$ cat config.mk
export PLATFORM = sky130hd
export DESIGN_NAME = rect_blit_row_generator_top
export DESIGN_NICKNAME = d
export VERILOG_FILES = /design/src/sv/rbrg_pkg.sv /design/src/sv/rbrg_clip.sv /design/src/sv/rect_blit_row_generator_top.sv
export VERILOG_INCLUDE_DIRS = /design/src /design/src/sv
export SDC_FILE = /design/constraint.sdc
export NUM_CORES = 1
export LEC_CHECK = 0
export BUFFER_PORTS_ARGS = -buffer_cell sky130_fd_sc_hd__buf_2
export CAP_MARGIN = 10
export CORE_ASPECT_RATIO = 1.75
export CORE_MARGIN = 1
export CORE_UTILIZATION = 40
export CTS_BUF_LIST = sky130_fd_sc_hd__clkbuf_16
export CTS_CLUSTER_DIAMETER = 120
export CTS_CLUSTER_SIZE = 30
export DETAILED_ROUTE_END_ITERATION = 8
export PLACE_DENSITY_LB_ADDON = 0.12
export SLEW_MARGIN = 20
export SYNTH_ARGS = -nofsm -noshare
export SYNTH_HDL_FRONTEND = slang
export SYNTH_SLANG_ARGS = --single-unit
$ cat constraint.sdc
create_clock -name clk -period 18.4 [get_ports clk]
set_clock_uncertainty 0.1 [all_clocks]
set_input_delay 1.84 -clock clk [delete_from_list [all_inputs] [get_ports clk]]
set_output_delay 1.84 -clock clk [all_outputs]
set_load 0.1 [all_outputs]
$ cat src/sv/rect_blit_row_generator_top_assert.svh
// Assertion macros for the rect blit row generator.
// Used by rect_blit_row_generator_top.sv; expects clk and rst_n in scope.
`ifndef RECT_BLIT_ROW_GENERATOR_TOP_ASSERT_SVH
`define RECT_BLIT_ROW_GENERATOR_TOP_ASSERT_SVH

// same-cycle implication, held off during reset
`define RBRG_ASSERT_NOW(lbl, ante, cons, msg) \
  lbl: assert property (@(posedge clk) disable iff (!rst_n) (ante) |-> (cons)) else $error(msg);

// next-cycle implication, held off during reset
`define RBRG_ASSERT_NEXT(lbl, ante, cons, msg) \
  lbl: assert property (@(posedge clk) disable iff (!rst_n) (ante) |=> (cons)) else $error(msg);

`endif

$ cat src/sv/rbrg_pkg.sv
// Package for the rect blit row generator: widths, opcodes, register indexes
// and the word, configuration and clip structs. No dependencies.
`timescale 1ns / 1ps

package rbrg_pkg;

  localparam int DIM_W       = 11;
  localparam int POS_W       = 10;
  localparam int ADDR_W      = 20;
  localparam int GLYPH_W     = 8;
  localparam int OP_W        = 2;
  localparam int CFG_IDX_W   = 2;
  // largest buffer dimension; DIM_W is sized for it
  localparam int MAX_DIM     = 1024;

  typedef logic [OP_W-1:0]      op_t;
  typedef logic [CFG_IDX_W-1:0] cfg_idx_t;

  // opcodes; the fourth code is ignored
  localparam op_t OP_COPY = 2'd0;
  localparam op_t OP_FILL = 2'd1;
  localparam op_t OP_STEP = 2'd2;

  // configuration register indexes
  localparam cfg_idx_t CFG_SRC_ROWS = 2'd0;
  localparam cfg_idx_t CFG_SRC_COLS = 2'd1;
  localparam cfg_idx_t CFG_DST_ROWS = 2'd2;
  localparam cfg_idx_t CFG_DST_COLS = 2'd3;

  typedef struct packed {
    op_t                opcode;
    logic [POS_W-1:0]   src_row;
    logic [POS_W-1:0]   src_col;
    logic [POS_W-1:0]   dst_row;
    logic [POS_W-1:0]   dst_col;
    logic [DIM_W-1:0]   rect_rows;
    logic [DIM_W-1:0]   rect_cols;
    logic [GLYPH_W-1:0] fill_value;
  } in_item_t;

  typedef struct packed {
    logic               is_fill;
    logic [ADDR_W-1:0]  src_addr;
    logic [ADDR_W-1:0]  dst_addr;
    logic [DIM_W-1:0]   row_length;
    logic [GLYPH_W-1:0] glyph;
    logic               last_row;
  } out_item_t;

  typedef struct packed {
    logic [DIM_W-1:0] src_rows;
    logic [DIM_W-1:0] src_cols;
    logic [DIM_W-1:0] dst_rows;
    logic [DIM_W-1:0] dst_cols;
  } geom_t;

  // pre-clipped request, held in the input register
  typedef struct packed {
    logic               start;     // copy or fill request
    logic               step;      // step to next row
    logic               accept;    // start that survives clipping
    logic               fill;
    logic               going_up;
    logic [DIM_W-1:0]   src_row;   // first emitted source row
    logic [POS_W-1:0]   src_col;
    logic [DIM_W-1:0]   dst_row;   // first emitted destination row
    logic [POS_W-1:0]   dst_col;
    logic [DIM_W-1:0]   rows;      // clipped height
    logic [DIM_W-1:0]   len;       // clipped width
    logic [GLYPH_W-1:0] glyph;
  } clip_t;

endpackage

$ cat src/sv/rbrg_clip.sv
// Request clipper: decodes the opcode and clips a copy or fill rectangle
// against the buffer geometry. Pure combinational. Depends on rbrg_pkg.
`timescale 1ns / 1ps

module rbrg_clip
  import rbrg_pkg::*;
(
  input  in_item_t in_data,
  input  geom_t    geom,
  output clip_t    clip
);

  logic [DIM_W-1:0] sr, sc, dr, dc;
  logic [DIM_W-1:0] src_rows_left, dst_rows_left;
  logic [DIM_W-1:0] src_cols_left, dst_cols_left;
  logic [DIM_W-1:0] ny_copy, ny_fill, len_copy, len_fill;
  logic             copy_out, fill_out;

  assign sr = {1'b0, in_data.src_row};
  assign sc = {1'b0, in_data.src_col};
  assign dr = {1'b0, in_data.dst_row};
  assign dc = {1'b0, in_data.dst_col};

  // room left in each buffer from the start corner
  assign src_rows_left = geom.src_rows - sr;
  assign dst_rows_left = geom.dst_rows - dr;
  assign src_cols_left = geom.src_cols - sc;
  assign dst_cols_left = geom.dst_cols - dc;

  assign fill_out = (dr >= geom.dst_rows) || (dc >= geom.dst_cols);
  assign copy_out = fill_out || (sr >= geom.src_rows) || (sc >= geom.src_cols);

  // clipped extents
  always_comb begin
    ny_fill  = (in_data.rect_rows < dst_rows_left) ? in_data.rect_rows : dst_rows_left;
    ny_copy  = (ny_fill < src_rows_left) ? ny_fill : src_rows_left;
    len_fill = (in_data.rect_cols < dst_cols_left) ? in_data.rect_cols : dst_cols_left;
    len_copy = (len_fill < src_cols_left) ? len_fill : src_cols_left;
  end

  // decode
  always_comb begin
    clip          = '0;
    clip.src_col  = in_data.src_col;
    clip.dst_col  = in_data.dst_col;
    clip.src_row  = sr;
    clip.dst_row  = dr;
    case (in_data.opcode)
      OP_COPY: begin
        clip.start    = 1'b1;
        clip.accept   = !copy_out && (ny_copy != '0);
        clip.rows     = ny_copy;
        clip.len      = len_copy;
        clip.going_up = (sr < dr);
        // bottom-up copies begin on the last row
        if (sr < dr) begin
          clip.src_row = sr + (ny_copy - DIM_W'(1));
          clip.dst_row = dr + (ny_copy - DIM_W'(1));
        end
      end
      OP_FILL: begin
        clip.start   = 1'b1;
        clip.accept  = !fill_out && (ny_fill != '0);
        clip.fill    = 1'b1;
        clip.rows    = ny_fill;
        clip.len     = len_fill;
        clip.glyph   = in_data.fill_value;
        clip.src_row = '0;
        clip.src_col = '0;
      end
      OP_STEP: begin
        clip.step = 1'b1;
      end
      default: begin
        // ignored opcode: no start, no step
      end
    endcase
  end

endmodule

$ cat src/sv/rect_blit_row_generator_top.sv
// Rect blit row generator, top level. Depends on rbrg_pkg, rbrg_clip and
// rect_blit_row_generator_top_assert.svh.
// Input channel (in_valid/in_ready/in_data) takes copy, fill and step words;
// output channel (out_valid/out_ready/out_data) gives one row command word
// per start that survives clipping and per step while rows remain.
// cfg_wr_en/cfg_index/cfg_wdata write the buffer geometry; values above
// MAX_DIM are saturated. Write it only while no request is in flight.
// Pipeline: input word is clipped and registered on acceptance; when the
// output register is free, start addresses are computed (one 11x11 multiply
// per buffer) or the row addresses are stepped by the stride, and the
// output register is loaded.
// Throughput: one word per cycle while out_ready is high; the input register lets a new word enter
// while a finished row command waits to be taken.
// When out_ready is low the output holds and the input register fills, then
// in_ready drops. Reset clears the geometry, the pending row count and both
// valid flags, leaving the block idle.
`timescale 1ns / 1ps
`include "rect_blit_row_generator_top_assert.svh"

module rect_blit_row_generator_top
  import rbrg_pkg::*;
(
  input  logic             clk,
  input  logic             rst_n,
  input  logic             in_valid,
  output logic             in_ready,
  input  in_item_t         in_data,
  output logic             out_valid,
  input  logic             out_ready,
  output out_item_t        out_data,
  input  logic             cfg_wr_en,
  input  cfg_idx_t         cfg_index,
  input  logic [DIM_W-1:0] cfg_wdata
);

  geom_t             geom_r;
  logic [DIM_W-1:0]  cfg_sat;
  clip_t             clip_c, clip_r;
  logic              in_vld_r, out_vld_r, proc_en, busy, reject_c;
  out_item_t         out_r, out_nxt;
  logic [DIM_W-1:0]  rem_r, rem_nxt, len_r, len_nxt;
  logic [ADDR_W-1:0] cur_src_r, cur_src_nxt, cur_dst_r, cur_dst_nxt;
  logic [ADDR_W-1:0] step_src, step_dst, start_src, start_dst;
  logic [2*DIM_W-1:0] src_prod, dst_prod;
  logic              fill_r, fill_nxt, up_r, up_nxt, emit;
  logic [GLYPH_W-1:0] glyph_r, glyph_nxt;

  // configuration writes with saturation
  assign cfg_sat = (32'(cfg_wdata) > 32'(MAX_DIM)) ? DIM_W'(MAX_DIM) : cfg_wdata;

  always_ff @(posedge clk) begin
    if (!rst_n) begin
      geom_r <= '0;
    end else if (cfg_wr_en) begin
      case (cfg_index)
        CFG_SRC_ROWS: geom_r.src_rows <= cfg_sat;
        CFG_SRC_COLS: geom_r.src_cols <= cfg_sat;
        CFG_DST_ROWS: geom_r.dst_rows <= cfg_sat;
        CFG_DST_COLS: geom_r.dst_cols <= cfg_sat;
        default: ;
      endcase
    end
  end

  // clip on the way in
  rbrg_clip u_clip (
    .in_data (in_data),
    .geom    (geom_r),
    .clip    (clip_c)
  );

  // handshake
  assign proc_en   = in_vld_r && (!out_vld_r || out_ready);
  assign in_ready  = !in_vld_r || proc_en;
  assign out_valid = out_vld_r;
  assign out_data  = out_r;
  assign busy      = (rem_r != '0);
  assign reject_c  = proc_en && clip_r.start && !clip_r.accept;

  // input register
  always_ff @(posedge clk) begin
    if (!rst_n) begin
      in_vld_r <= 1'b0;
    end else if (in_valid && in_ready) begin
      in_vld_r <= 1'b1;
    end else if (proc_en) begin
      in_vld_r <= 1'b0;
    end
  end

  always_ff @(posedge clk) begin
    if (in_valid && in_ready) begin
      clip_r <= clip_c;
    end
  end

  // start addresses: row * stride + column
  assign src_prod  = (2*DIM_W)'(clip_r.src_row) * (2*DIM_W)'(geom_r.src_cols);
  assign dst_prod  = (2*DIM_W)'(clip_r.dst_row) * (2*DIM_W)'(geom_r.dst_cols);
  assign start_src = ADDR_W'(src_prod + (2*DIM_W)'(clip_r.src_col));
  assign start_dst = ADDR_W'(dst_prod + (2*DIM_W)'(clip_r.dst_col));

  // next row addresses from the previous one
  assign step_src = up_r ? (cur_src_r - ADDR_W'(geom_r.src_cols))
                         : (cur_src_r + ADDR_W'(geom_r.src_cols));
  assign step_dst = up_r ? (cur_dst_r - ADDR_W'(geom_r.dst_cols))
                         : (cur_dst_r + ADDR_W'(geom_r.dst_cols));

  // row sequencing
  always_comb begin
    rem_nxt     = rem_r;
    cur_src_nxt = cur_src_r;
    cur_dst_nxt = cur_dst_r;
    fill_nxt    = fill_r;
    up_nxt      = up_r;
    len_nxt     = len_r;
    glyph_nxt   = glyph_r;
    out_nxt     = out_r;
    emit        = 1'b0;
    if (proc_en) begin
      if (clip_r.step) begin
        if (busy) begin
          emit                = 1'b1;
          rem_nxt             = rem_r - DIM_W'(1);
          cur_src_nxt         = step_src;
          cur_dst_nxt         = step_dst;
          out_nxt.is_fill     = fill_r;
          out_nxt.src_addr    = fill_r ? '0 : step_src;
          out_nxt.dst_addr    = step_dst;
          out_nxt.row_length  = len_r;
          out_nxt.glyph       = fill_r ? glyph_r : '0;
          out_nxt.last_row    = (rem_r == DIM_W'(1));
        end
      end else if (clip_r.start) begin
        // any start drops pending rows
        rem_nxt = '0;
        if (clip_r.accept) begin
          emit                = 1'b1;
          rem_nxt             = clip_r.rows - DIM_W'(1);
          cur_src_nxt         = start_src;
          cur_dst_nxt         = start_dst;
          fill_nxt            = clip_r.fill;
          up_nxt              = clip_r.going_up;
          len_nxt             = clip_r.len;
          glyph_nxt           = clip_r.glyph;
          out_nxt.is_fill     = clip_r.fill;
          out_nxt.src_addr    = clip_r.fill ? '0 : start_src;
          out_nxt.dst_addr    = start_dst;
          out_nxt.row_length  = clip_r.len;
          out_nxt.glyph       = clip_r.glyph;
          out_nxt.last_row    = (clip_r.rows == DIM_W'(1));
        end
      end
    end
  end

  // control state
  always_ff @(posedge clk) begin
    if (!rst_n) begin
      rem_r     <= '0;
      out_vld_r <= 1'b0;
    end else begin
      rem_r <= rem_nxt;
      if (proc_en) begin
        out_vld_r <= emit;
      end else if (out_ready) begin
        out_vld_r <= 1'b0;
      end
    end
  end

  // row payload state
  always_ff @(posedge clk) begin
    cur_src_r <= cur_src_nxt;
    cur_dst_r <= cur_dst_nxt;
    fill_r    <= fill_nxt;
    up_r      <= up_nxt;
    len_r     <= len_nxt;
    glyph_r   <= glyph_nxt;
    out_r     <= out_nxt;
  end

  // checks
  `RBRG_ASSERT_NOW(a_last_pending, out_valid, out_data.last_row == !busy, "last_row vs rows left")
  `RBRG_ASSERT_NEXT(a_idle_step, proc_en && clip_r.step && !busy, !out_valid, "idle step emitted")
  `RBRG_ASSERT_NEXT(a_reject, reject_c, !busy && !out_valid, "rejected start left rows")

endmodule
==> summary.md <==
| Metric | Value |
|---|---|
| Status | completed |
| Initial Util | 0.405 |
| Slew @ Worst Pin | 0.937 ns |
| Routed Antenna Nets | 0 |
| CP max FO | 30 |
| Horiz. Die Dim | approximately 190 um |
| Reg-to-Reg End | clip_r[71] |
| Bufs on Longest Clock Path | 3 |
| CTS tree | yes |
| Final worst path period share | 0.548 |
| DR pass1 iterations | 5 |
| Synth unique cells | 74 |
| Met2 Usage GRT | 0.460 |
| Max_slew headroom | 0.375 |
| DR vias | approximately 19000 |
| Port bufs | 152 |
| Final setup violation count | 0 |
| Warning count from the yosys run | 0 |
| Clock buffer count from CTS | 12 |
| Startpoint Class | input port |
| Top-count cell post-synth | nand2_1 |
| Wire length per cell | ~20 um |
| Maximum VDD drop | 64.9 uV |
| Hold Worst Slack | about 0.30 ns |
| Max-slew violations | 0 |
| Flop2flop setup slack | between 9 and 10 ns |
| Sequential share of the synthesized area | 0.267 |
| Top cells by area, synth | edfxtp_1 22%, fa_1 15%, ha_1 13% |
| Detailed Route Iter0 Violations | 869 |
| Grt total ovfl | 0 |
| Total wire length | between 70 and 80 mm |
| Htree depth | 1 |
| Die Span Y | 329 um |
| Clk_lat worst skew | 0.53 ns |
| Post-synth EDFFs | around 180 |
| Crit path largest cell delay | between 0.4 and 0.5 ns |
| Area share of the largest cell type after synthesis | 0.221 |
| Final instance area | roughly 26000 um^2 |
| CTS root buffer | clkbuf_16 |
| # DRC | 0 |
| Critical Path AT | a little over 10 ns |
| Fin nets | about 3300 |
| Dpl cells | ~3600 |
| CP Capture Point | clip_r[71] |
| Top post-synthesis cells by count | 391 x nand2_1, 364 x inv_1, 257 x ha_1 |
| Gpl congestion | slightly below 0.9 |
| Hold Path Class | reg2reg |
| CP max stage cell | a21o_1 |
| Post-CTS sizing | 0 |
| Critical Path RT | 18.58 ns |
| Synthesized net count | 3234 |
| Cell mode on critical path | o21ai_0 |
| Tmin final | a little over 10 ns |
| Row count | roughly 120 |
| Post-synth top flop | edfxtp_1 |
| Layout cells sized above 1 | 0.0872 |
| First-pass GRT wire length | 113 mm |
| Worst flop-to-flop path startpoint | geom_r[11] |
| GRT Util Overall | 0.237 |
| RSZ-0062 raised after global routing | no |
| Final number of hold-violating endpoints | 0 |
| Type of the worst setup path | in2reg |
| Top Usage Layer GRT | met2 |
| Grt met3 use | 0.0151 |
| Hold_buf cts | 0 |
| Syn avg cell area | 9.02 um^2 |
| Worst Setup SP | in_data[40] |
| # Post-CTS Setup Buffers | 0 |
| Synth async-reset ratio | 0 |
| Finished Core Util | 0.437 |
| TNS Setup | 0 ns |
| Fmax | 99.2 MHz |
| Pwr/cell area | 59.7 nW/um^2 |
| IO Pins | ~150 |
| Mapped Area | around 24000 um^2 |
| Worst Reg-to-Reg Cells | 41 |
| Area delta synth->final | 7.87% |
| CTS clk-pin slew, worst paths | 0.13 ns |
| Non-Filler Instances | approximately 3600 |
| Synthesized instance count | 2701 |
| Area after DPL | between 20000 and 30000 um^2 |
| Initial antenna violation count | 5 |
| Area leader, netlist | edfxtp_1 |
| Crit. End Element | register |
| Final HPWL DP | slightly below 60 mm |
| Via density | 5.43 |
| Core region area | roughly 60000 um^2 |
| Vias in the first global route | between 20000 and 25000 |
| Register bit count reported by yosys | 236 |
| Met1 Usage GRT | 0.262 |
| Clk sinks | about 240 |
| Die area | roughly 62000 um^2 |
| Leak Pwr | between 10 and 15 nW |
| Largest net degree at the start of global routing | 59 |
| Max Cap Viol | 0 |
==> metrics by stage <==
stage	total power [mW]	worst slack, ns
after detailed placement	1.26	7.79
after CTS	1.59	8.29
final	1.57	8.32
after floorplan	1.08	8.95
after global placement	1.25	7.90
after global routing	1.66	7.26
==> report_power, final <==
group | switching, mW | internal [mW]
Sequential | 0.0471 | 0.613
Combinational | 0.361 | 0.221
Clock | 0.194 | 0.134
==> state kept, by name (all words and copies together), names as in the netlist, 8 cells and up <==
| name | count |
|---|---|
| glyph_r | 8 |
| out_data | 61 |
| len_r | 11 |
| clip_r | 77 |
| rem_r | 11 |
| cur_src_r | 20 |
| geom_r | 44 |
==> cell type report <==
cell class,instances,area (um^2)
timing repair buffer,176,941
inverter,365,1370
sequential,236,6520
antenna,4,10.0
tap,786,983
clock inverter,7,60.1
clock buffer,13,325
multi-input combinational,1991,16100
fill,6012,33900
==> worst max-delay path, delay by kind of cell <==
family	cells	cell delay, ns
adders and majority gates	6	1.86
muxes	1	0.29
xor gates and xnor gates	2	0.53
buffers and inverters	5	0.71
AOI/OAI and AO/OA	23	4.49
and+or+nand+nor	4	0.51
==> metal layers <==
metal  wire, um  vias up
li1           -     9261
met1      27600     9654
met2      40100      406
met3       1940      119
met4       3090        2
met5         10        -
==> cell families after synthesis <==
family | count (synthesis) | share of synthesized area
simple gates | 830 | 0.156
compound gates | 530 | 0.147
buf+inv | 474 | 0.0734
fa+ha+maj | 443 | 0.285
flops | 236 | 0.267
xor+xnor | 144 | 0.0517
mux | 44 | 0.0195
==> layout by cell type, fill, tap and decap left out, drive strengths merged, types with 18 or more instances in the layout <==
| master | n |
|---|---|
| a22o | 23 |
| a21o | 44 |
| ha | 257 |
| a21oi | 116 |
| nor3 | 42 |
| xor2 | 39 |
| buf | 176 |
| and3 | 19 |
| o21a | 30 |
| a21boi | 61 |
| inv | 369 |
| xnor2 | 105 |
| o21ai | 103 |
| a211oi | 23 |
| and2 | 81 |
| mux2 | 27 |
| fa | 186 |
| nand3 | 29 |
| nand2 | 391 |
| nor2 | 147 |
| nand2b | 18 |
| dfxtp | 57 |
| edfxtp | 179 |
| nor2b | 37 |
==> how the worst min path moves through the flow <==
stage,start,to,depth (start not counted)
floorplan,clip_r[72],up_r,0
global placement,clip_r[72],up_r,0
detailed placement,clip_r[72],up_r,0
CTS,clip_r[72],up_r,0
global route,clip_r[72],up_r,0
finish,clip_r[72],up_r,0
(Power assumes the default switching activity.)
